## src/design/mcwa_pkg.sv

```systemverilog
package mcwa_pkg;

  localparam int unsigned SAMPLE_W = 20;
  localparam int unsigned CH_W     = 2;
  localparam int unsigned USED_W   = 5;
  localparam int unsigned CHANNELS = 3;

  localparam logic [CH_W-1:0] CH_WIND_SPEED = 2'd0;
  localparam logic [CH_W-1:0] CH_WIND_ANGLE = 2'd1;
  localparam logic [CH_W-1:0] CH_HEADING    = 2'd2;
  localparam logic [CH_W-1:0] CH_UNUSED     = 2'd3;

  localparam logic signed [SAMPLE_W-1:0] SAMPLE_MIN = 20'sh80000;
  localparam logic signed [SAMPLE_W-1:0] SAMPLE_MAX = 20'sh7FFFF;

endpackage

```

## src/design/mcwa_ram.sv

```systemverilog
module mcwa_ram #(
  parameter int unsigned WIDTH = 20,
  parameter int unsigned DEPTH = 48
) (
  input  logic                     clk_i,
  input  logic                     we_i,
  input  logic [$clog2(DEPTH)-1:0] waddr_i,
  input  logic [WIDTH-1:0]         wdata_i,
  input  logic                     re_i,
  input  logic [$clog2(DEPTH)-1:0] raddr_i,
  output logic [WIDTH-1:0]         rdata_o
);

  logic [WIDTH-1:0] mem_q [DEPTH];
  logic [WIDTH-1:0] rdata_q;

  always_ff @(posedge clk_i) begin
    if (we_i) begin
      mem_q[waddr_i] <= wdata_i;
    end
    if (re_i) begin
      rdata_q <= mem_q[raddr_i];
    end
  end

  assign rdata_o = rdata_q;

endmodule

```

## src/design/multi_channel_window_averager.sv

```systemverilog
// channel | signals                                         | direction
// in      | in_valid_i, in_stall_o, channel_i,              | into block
//         | sample_value_i, to_left_i                       |
// out     | out_valid_o, out_stall_i, channel_echo_o,       | out of block
//         | average_value_o, entries_used_o                 |
//
// a new item is taken only once the last one is through: the store read, then the update and
// write back, then one quotient bit per cycle in the serial divider
// reset clears fill counts, ring positions and sums; the sample store is not swept, entries
// beyond a channel's fill count are never used
// a result waiting on out_stall_i holds the output register; the next transfer in is still taken
// a channel code of three is taken and dropped without a result
module multi_channel_window_averager
  import mcwa_pkg::*;
#(
  parameter int unsigned WINDOW_DEPTH = 16
) (
  input  logic                       clk_i,
  input  logic                       rst_ni,
  input  logic                       in_valid_i,
  output logic                       in_stall_o,
  input  logic [CH_W-1:0]            channel_i,
  input  logic signed [SAMPLE_W-1:0] sample_value_i,
  input  logic                       to_left_i,
  output logic                       out_valid_o,
  input  logic                       out_stall_i,
  output logic [CH_W-1:0]            channel_echo_o,
  output logic signed [SAMPLE_W-1:0] average_value_o,
  output logic [USED_W-1:0]          entries_used_o
);

  localparam int unsigned POS_W  = (WINDOW_DEPTH > 1) ? $clog2(WINDOW_DEPTH) : 1;
  localparam int unsigned CNT_W  = $clog2(WINDOW_DEPTH + 1);
  localparam int unsigned SUM_W  = SAMPLE_W + CNT_W;
  localparam int unsigned MEM_D  = CHANNELS * WINDOW_DEPTH;
  localparam int unsigned ADDR_W = $clog2(MEM_D);
  localparam int unsigned ITER_W = $clog2(SUM_W + 1);

  typedef enum logic [1:0] {
    S_IDLE,
    S_UPDATE,
    S_DIV,
    S_DONE
  } state_e;

  state_e                     state_q;
  logic [POS_W-1:0]           pos_q [CHANNELS];
  logic [CNT_W-1:0]           cnt_q [CHANNELS];
  logic signed [SUM_W-1:0]    sum_q [CHANNELS];
  logic [CH_W-1:0]            ch_q;
  logic signed [SAMPLE_W-1:0] smp_q;
  logic [ADDR_W-1:0]          addr_q;
  logic                       neg_q;
  logic [CNT_W-1:0]           div_q;
  logic [CNT_W-1:0]           rem_q;
  logic [SUM_W-1:0]           quo_q;
  logic [ITER_W-1:0]          iter_q;
  logic                       out_valid_q;
  logic [CH_W-1:0]            out_ch_q;
  logic [SAMPLE_W-1:0]        out_avg_q;
  logic [USED_W-1:0]          out_used_q;

  logic                       in_xfer;
  logic [CH_W-1:0]            ch_idx;
  logic [ADDR_W-1:0]          raddr;
  logic signed [SAMPLE_W-1:0] smp_in;
  logic [SAMPLE_W-1:0]        rdata;
  logic                       full;
  logic signed [SUM_W-1:0]    old_ext;
  logic signed [SUM_W-1:0]    new_ext;
  logic signed [SUM_W-1:0]    sum_d;
  logic [SUM_W-1:0]           mag_d;
  logic [CNT_W-1:0]           cnt_d;
  logic [POS_W-1:0]           pos_d;
  logic [CNT_W:0]             trial;
  logic                       qbit;
  logic [CNT_W-1:0]           rem_d;
  logic [SUM_W-1:0]           mean;
  logic                       mem_we;

  assign in_stall_o = (state_q != S_IDLE);
  assign in_xfer    = in_valid_i && !in_stall_o;
  assign ch_idx     = (channel_i == CH_UNUSED) ? CH_WIND_SPEED : channel_i;
  assign raddr      = ADDR_W'(ch_idx * WINDOW_DEPTH) + ADDR_W'(pos_q[ch_idx]);

  always_comb begin
    smp_in = sample_value_i;
    if (channel_i == CH_WIND_ANGLE && to_left_i) begin
      smp_in = (sample_value_i == SAMPLE_MIN) ? SAMPLE_MAX : -sample_value_i;
    end
  end

  // read, modify and write back of the oldest entry
  assign full    = (cnt_q[ch_q] == CNT_W'(WINDOW_DEPTH));
  assign old_ext = full ? {{CNT_W{rdata[SAMPLE_W-1]}}, rdata} : '0;
  assign new_ext = {{CNT_W{smp_q[SAMPLE_W-1]}}, smp_q};
  assign sum_d   = sum_q[ch_q] - old_ext + new_ext;
  assign mag_d   = sum_d[SUM_W-1] ? SUM_W'(-sum_d) : SUM_W'(sum_d);
  assign cnt_d   = full ? cnt_q[ch_q] : cnt_q[ch_q] + 1'b1;
  assign pos_d   = (pos_q[ch_q] == POS_W'(WINDOW_DEPTH - 1)) ? '0 : pos_q[ch_q] + 1'b1;
  assign mem_we  = (state_q == S_UPDATE);

  // restoring divider, one quotient bit per cycle
  assign trial = {rem_q, quo_q[SUM_W-1]};
  assign qbit  = (trial >= {1'b0, div_q});
  assign rem_d = qbit ? CNT_W'(trial - {1'b0, div_q}) : trial[CNT_W-1:0];
  assign mean  = neg_q ? SUM_W'(-quo_q) : quo_q;

  mcwa_ram #(
    .WIDTH (SAMPLE_W),
    .DEPTH (MEM_D)
  ) u_store (
    .clk_i   (clk_i),
    .we_i    (mem_we),
    .waddr_i (addr_q),
    .wdata_i (smp_q),
    .re_i    (in_xfer),
    .raddr_i (raddr),
    .rdata_o (rdata)
  );

  always_ff @(posedge clk_i or negedge rst_ni) begin
    if (!rst_ni) begin
      state_q     <= S_IDLE;
      out_valid_q <= 1'b0;
      ch_q        <= '0;
      smp_q       <= '0;
      addr_q      <= '0;
      neg_q       <= 1'b0;
      div_q       <= '0;
      rem_q       <= '0;
      quo_q       <= '0;
      iter_q      <= '0;
      out_ch_q    <= '0;
      out_avg_q   <= '0;
      out_used_q  <= '0;
      for (int i = 0; i < CHANNELS; i++) begin
        pos_q[i] <= '0;
        cnt_q[i] <= '0;
        sum_q[i] <= '0;
      end
    end else begin
      if (out_valid_q && !out_stall_i && state_q != S_DONE) begin
        out_valid_q <= 1'b0;
      end
      unique case (state_q)
        S_IDLE: begin
          if (in_xfer && channel_i != CH_UNUSED) begin
            ch_q    <= channel_i;
            smp_q   <= smp_in;
            addr_q  <= raddr;
            state_q <= S_UPDATE;
          end
        end
        S_UPDATE: begin
          sum_q[ch_q] <= sum_d;
          cnt_q[ch_q] <= cnt_d;
          pos_q[ch_q] <= pos_d;
          neg_q       <= sum_d[SUM_W-1];
          div_q       <= cnt_d;
          rem_q       <= '0;
          quo_q       <= mag_d;
          iter_q      <= ITER_W'(SUM_W);
          state_q     <= S_DIV;
        end
        S_DIV: begin
          rem_q  <= rem_d;
          quo_q  <= {quo_q[SUM_W-2:0], qbit};
          iter_q <= iter_q - 1'b1;
          if (iter_q == ITER_W'(1)) begin
            state_q <= S_DONE;
          end
        end
        S_DONE: begin
          if (!out_valid_q || !out_stall_i) begin
            out_valid_q <= 1'b1;
            out_ch_q    <= ch_q;
            out_avg_q   <= mean[SAMPLE_W-1:0];
            out_used_q  <= USED_W'(div_q);
            state_q     <= S_IDLE;
          end
        end
        default: state_q <= S_IDLE;
      endcase
    end
  end

  assign out_valid_o     = out_valid_q;
  assign channel_echo_o  = out_ch_q;
  assign average_value_o = out_avg_q;
  assign entries_used_o  = out_used_q;

  a_fill_range: assert property (@(posedge clk_i) disable iff (!rst_ni)
    state_q == S_UPDATE |-> cnt_q[ch_q] <= CNT_W'(WINDOW_DEPTH)
                            && pos_q[ch_q] <= POS_W'(WINDOW_DEPTH - 1))
    else $error("fill count or ring position out of range");

  a_write_after_read: assert property (@(posedge clk_i) disable iff (!rst_ni)
    mem_we |-> $past(in_xfer))
    else $error("store written without a preceding read");

  a_result_source: assert property (@(posedge clk_i) disable iff (!rst_ni)
    $rose(out_valid_q) |-> $past(state_q == S_DONE))
    else $error("result raised outside the final step");

  a_div_steps: assert property (@(posedge clk_i) disable iff (!rst_ni)
    state_q == S_DIV |-> iter_q != '0 && div_q != '0)
    else $error("divider running with no steps left or a zero divisor");

endmodule

```

## config.mk

```make
export PLATFORM = sky130hd
export DESIGN_NAME = multi_channel_window_averager
export DESIGN_NICKNAME = d
export VERILOG_FILES = /design/src/design/mcwa_pkg.sv /design/src/design/mcwa_ram.sv /design/src/design/multi_channel_window_averager.sv
export SDC_FILE = /design/constraint.sdc
export NUM_CORES = 2
export LEC_CHECK = 0
export ABC_AREA = 1
export BUFFER_PORTS_ARGS = -buffer_cell sky130_fd_sc_hd__buf_4
export CORE_MARGIN = 2
export CORE_UTILIZATION = 45
export CTS_CLUSTER_SIZE = 30
export DETAILED_ROUTE_END_ITERATION = 16
export PLACE_DENSITY = 0.66
export SETUP_SLACK_MARGIN = 0.15
export SLEW_MARGIN = 25
export SYNTH_ARGS = -nofsm -noshare
export SYNTH_HDL_FRONTEND = slang
export SYNTH_SLANG_ARGS = --single-unit
export TNS_END_PERCENT = 30
```

## constraint.sdc

```tcl
create_clock -name clk_i -period 12.6 [get_ports clk_i]
set_input_delay 0.63 -clock clk_i [delete_from_list [all_inputs] [get_ports clk_i]]
set_output_delay 0.63 -clock clk_i [all_outputs]
set_load 0.03 [all_outputs]
```

* Word-level counts from Yosys, hierarchy flattened
Memory sizes are Yosys's and may differ from the RTL's. A register that Yosys moved wholly into a read port is not among the register bits.
Cells that the tools add are included.
** Operators by class
- Add/sub/neg operators :: 10
- Multiplexer cells :: 42
- Reduce and logical (&&, ||, !) cells :: 16
- Bitwise logic cells :: 2
- Eq/ne operators :: 14
- Order comparisons :: 4
** Operator list (number)
- 2-to-1 mux 25 bit :: 5
- bitwise mux 75 bit :: 1
- 2-to-1 mux 20 bit :: 3
- binary-select mux 25 bit (select 2 bit) :: 1
- demux 25 bit (select 2 bit) :: 1
- one-hot mux 25 bit (2 select lines) :: 1
- negator 20 bit :: 2
- adder 25 x 20 -> 25 bit :: 1
- 2-to-1 mux 5 bit :: 5
- negator 25 bit :: 1
- subtractor 25 bit :: 1
- 2-to-1 mux 4 bit :: 6
- equality test 20 bit, second input constant :: 1
- one-hot mux 5 bit (2 select lines) :: 2
- binary-select mux 4 bit (select 2 bit) :: 2
- bitwise mux 15 bit :: 1
- bitwise mux 12 bit :: 1
- binary-select mux 5 bit (select 2 bit) :: 1
- demux 5 bit (select 2 bit) :: 1
- inequality test 2 bit, second input constant :: 5
- demux 4 bit (select 2 bit) :: 1
- 2-to-1 mux 2 bit :: 4
- one-hot mux 2 bit (4 select lines) :: 1
- adder 6 x 4 -> 6 bit :: 1
- 21 further kinds :: 39
** Word-level totals
- Output and inout bits :: 29
- Logic and storage cells :: 111
- RAM bits :: 960
- Memories kept :: 1
- Register bits :: 201
** Memories
- u_store.mem_q :: depth 48, bits a word 20, rd ports 1, clocked after Yosys merged registers in 1, write ports 1, line mcwa_ram.sv:14 : logic [WIDTH-1:0] mem_q [DEPTH];

* Longest topological paths before layout
- Depth after elaboration :: 11
- Depth in mapped cells :: 35

* Hierarchy
Synthesis repeated with hierarchy kept, for this count alone.
** Second synthesis, totals
- Cells, all modules :: 4907
- Area, all modules :: 52477.8 µm²
** Modules (own cells, without submodules)
- mcwa_ram :: area each 39670.5 µm², cells each 3198, instances 1
- multi_channel_window_averager :: area each 12807.3 µm², cells each 1709, instances 1

* Worst setup path after synthesis
Ideal clock, no wire load.
- Path kind :: flip-flop to flip-flop
- From :: register ch_q[0]
- To :: register quo_q[2]
- Setup time :: 0.120 ns
- Arrival time :: 4.512 ns
- Path slack :: 7.968 ns
- Path buffers :: 5
- Data required time :: 12.480 ns
- Cell stages (with the launch flop) :: 29
- Clock period less this slack :: 4.632 ns
- Cells stage by stage :: dfrtp_1 -> buf_2 -> nand2_1 -> inv_1 -> buf_2 -> a22oi_1 -> o21a_1 -> ha_1 -> inv_1 -> nor4_2 -> inv_1 -> buf_2 -> buf_2 -> nor2_1 -> fa_1 -> inv_1 -> ha_1 -> nand2_1 -> inv_1 -> a21oi_1 -> nand3_1 -> nand2_1 -> nand2_1 -> a21oi_1 -> nand2_1 -> nand2_1 -> buf_2 -> nand3_1 -> a31o_2
** On the way
- Cells in the longest elaborated chain, start to end :: 11
- Elaborated cells between the ends (all ways) :: 14
- Classes of those cells :: 3 x add/sub; 1 x eq/ne; 9 x mux; 1 x bitwise
** RTL lines
- start, declared :: line multi_channel_window_averager.sv:50 : logic [CH_W-1:0] ch_q;
- start signal, assigned :: line multi_channel_window_averager.sv:149 : ch_q <= channel_i;
- inverter 2 -> 3 bit (implied by the code) * :: line multi_channel_window_averager.sv:94, multi_channel_window_averager.sv:97
- binary-select mux 5 bit (select 2 bit) :: line multi_channel_window_averager.sv:94 : assign full = (cnt_q[ch_q] == CNT_W'(WINDOW_DEPTH));
- 2-to-1 mux 5 bit (implied by the code) (2 in a row) :: line multi_channel_window_averager.sv:94
- equality test 5 bit :: line multi_channel_window_averager.sv:94
- 2-to-1 mux 25 bit :: line multi_channel_window_averager.sv:95 : assign old_ext = full ? {{CNT_W{rdata[SAMPLE_W-1]}}, rdata} : '0;
- subtractor 25 bit * :: line multi_channel_window_averager.sv:97 : assign sum_d = sum_q[ch_q] - old_ext + new_ext;
- adder 25 x 20 -> 25 bit * :: line multi_channel_window_averager.sv:97
- negator 25 bit :: line multi_channel_window_averager.sv:98 : assign mag_d = sum_d[SUM_W-1] ? SUM_W'(-sum_d) : SUM_W'(sum_d);
- 2-to-1 mux 25 bit * :: line multi_channel_window_averager.sv:98
- one-hot mux 25 bit (2 select lines) * :: line multi_channel_window_averager.sv:146 : unique case (state_q)
- end signal, assigned :: line multi_channel_window_averager.sv:162 : quo_q <= mag_d;
- end signal, assigned :: line multi_channel_window_averager.sv:168 : quo_q <= {quo_q[SUM_W-2:0], qbit};
- end, declared :: line multi_channel_window_averager.sv:56 : logic [SUM_W-1:0] quo_q;
Mark *: on every way between the ends. The rest lies on a longest branch, timed or not. The select of a mux whose other input is x is not followed.
A chain may end at the register's enable or synchronous reset.

* Final worst setup path
- From :: register ch_q[0]
- To :: register quo_q[6]
The elaborated chain is that of the path after synthesis.

==> results.yml <==
floorplanning:
  core_region_area_um2: 113000
  initial_utilization_pct: 45.4
  dieHeight_um: 342
  num_rows: 123
  die-area_um2: 117000
  die_w_um: 342
  pin_count: 56
cts:
  cts_made_buffers: 119
  cts_tree: "built"
  worstSkewPairLatency_ns: 0.77
  cts-resized-gates: 0
  ctsHtreeMaxLevel: 3
  root_buffer: "clkbuf_16"
  path_clk_slew_ns: 0.06
  cts_max_path_buffers: 3
  cts_sinks: 1181
drt:
  vias: 35096
  postRouteAntennaNets: 0
  wirelength_um: 136000
  viasPerCell: 5.62
  dr.pass1.iters: 6
  drtIter0Drc: 4052
  routedWlPerCell_um: 21.8
  route.detailed.drc: 0
placed_design:
  place_ws_ns: 6.17
  placed_cell_area_um2: 53300
  place_hpwl_um: 78200
  io_buffers: 55
  gp_congestion: 0.908
worst_setup_path:
  slowest_delay_ns: 0.67
  cp_top_family: "simple AND/OR/NAND/NOR gates"
  reg2reg_from: "ch_q[0]$_DFFE_PN0P_"
  worst-setup-path-type: "reg -> reg"
  end_kind: "flip-flop"
  crit_buf_inv: 5
  r2r-end: "quo_q[6]$_DFFE_PN0P_"
  crit_start: "ch_q[0]$_DFFE_PN0P_"
  arrival_ns: 7.09
  critPathSlowestCell: "clkinv_1"
  cp-start-kind: "flip-flop"
  r2r_slack_ns: 6.15
  worst-path-max-fanout: 26
  cpMostUsedCell: "nand2_1"
  required_ns: 13.24
  r2r_cells: 26
sta:
  fin_ws_ns: 6.15
  slew_headroom_pct: 22.7
  post-route-period-util_pct: 51.2
  final.setup.tns_ns: 0
  clock_skew_ns: 0.0804
  finalCriticalPeriod_ns: 6.45
  drv_slew: 0
  rsz0062_at_grt: "false"
  max_freq_ghz: 0.155
  setup_viol: 0
  worst_pin_slew_ns: 1.16
  finalHoldViolations: 0
finish:
  nets: 4732
  area_delta_synth_final_pct: 11.7
  drive_above_1_share_pct: 8.50
  multi_input_area_um2: 14800
  final_area_um2: 57300
  regArea_um2: 34500
  fillerInstances: 9782
  final_core_util_pct: 50.8
synth:
  ys_seq_area_share_pct: 67.2
  yosysMostFrequentCell: "edfxtp_1"
  synth_top_area_share_pct: 57.4
  syn_inst: 4641
  synth.avg_cell_area_um2: 11.0
  syn_nets: 4736
  netlist_top_cells_count: "edfxtp_1 (980), nor2_1 (880), nand2_1 (563)"
  yosys.area.top_type: "edfxtp_1"
  synth_area_um2: 51300
  yosys_register_bits: 1181
  synth_cell_types: 46
  synth_edf_count: 980
  dominantRegCellSynth: "edfxtp_1"
  synthArstFlopShare_pct: 17.0
  synthTopCellsByArea: "edfxtp_1 (57%), dfrtp_1 (9.8%), nor2_1 (6.4%)"
  yosys_warnings: 0
global_route:
  grtUsageTotal_pct: 23.2
  grt_antenna_before_repair: 3
  grt_max_degree: 173
  grt_pass1_vias: 33153
  gr-total-overflow: 0
  grt_pass1_wl_um: 206000
outcome:
  status: "finished, final reports clean"
min_path:
  min_from: "out_stall_i"
  hold_class: "in -> reg"
  min_to: "out_valid_o$_DFF_PN0_"
  holdPathStages: 3
run:
  cap_viol_max_count: 0
[sequential cells by signal (all words and copies together) (netlist names), 12 cells and up]
signal / flops
average_value_o: 20
u_store.rdata_o: 20
quo_q: 25
cnt_q: 15
u_store.mem_q: 960
smp_q: 20
pos_q: 12
sum_q: 75
[tightest hold or removal path, cell delays in order]
cell and delay [ns]:
buf_4 0.08, nand2_1 0.07, nand2_1 0.08
[routing by layer]
metal / routed length [um] / GRT usage (%)
met1: 59900 / 34.4
met2: 61200 / 35.3
met3: 11400 / 3.40
met4: 3880 / 7.65
met5: 0 / 0
[what timing repair did]
item,CTS,global route
setup endpoints to repair,0,0
endpoints found under the hold margin,69,0
buffers inserted,0,0
hold buffers,1,0
[final cells by class]
class                      instances  share of cell area [%]
sequential                      1181                    60.2
clock inverter                    76                    1.50
multi-input combinational       2909                    25.8
tap                             1500                    3.28
timing repair buffer             134                    1.84
clock buffer                     148                    5.42
inverter                         292                    1.93
antenna                            4                  0.0175
[worst max-delay path by stage]
stage	end	depth (start not counted)	slack, ns
3_3_place_gp	quo_q[6]$_DFFE_PN0P_	26	6.36
5_1_grt	quo_q[6]$_DFFE_PN0P_	26	5.41
4_1_cts	quo_q[6]$_DFFE_PN0P_	26	6.14
3_5_place_dp	quo_q[6]$_DFFE_PN0P_	26	6.17
6_report	quo_q[6]$_DFFE_PN0P_	26	6.15
2_1_floorplan	quo_q[2]$_DFFE_PN0P_	28	7.97
[cells by family after synthesis]
logic type      synth area share [%]
buf+inv                         4.33
simple gates                    13.6
compound gates                  11.9
xor+xnor                       0.974
fa+ha+maj                       2.03
flops                           67.2
[cells in the final DEF, fill, tap and decap left out, types with 25 or more instances in the layout]
cell type / n
clkinv_1: 26
nand2_1: 563
edfxtp_1: 980
o21ai_0: 486
a21oi_1: 65
nor2_2: 46
nor3_1: 33
clkbuf_1: 27
o21ai_1: 169
xor2_1: 45
buf_4: 129
clkbuf_16: 119
dfrtp_1: 182
inv_1: 279
nand3_1: 217
o211ai_1: 223
o22ai_1: 29
nor2_1: 832
ha_1: 43
fa_1: 25
[through the flow]
stage	hold slack, ns	instances
after CTS	0.104	6240
after global placement	0.459	6015
after detailed placement	0.462	6015
after global routing	0.161	6241
after floorplan	0.334	4641
final	0.145	6244
Power is not shown: default switching activity piles up to over one toggle a cycle in this logic, so the estimate is an artifact.
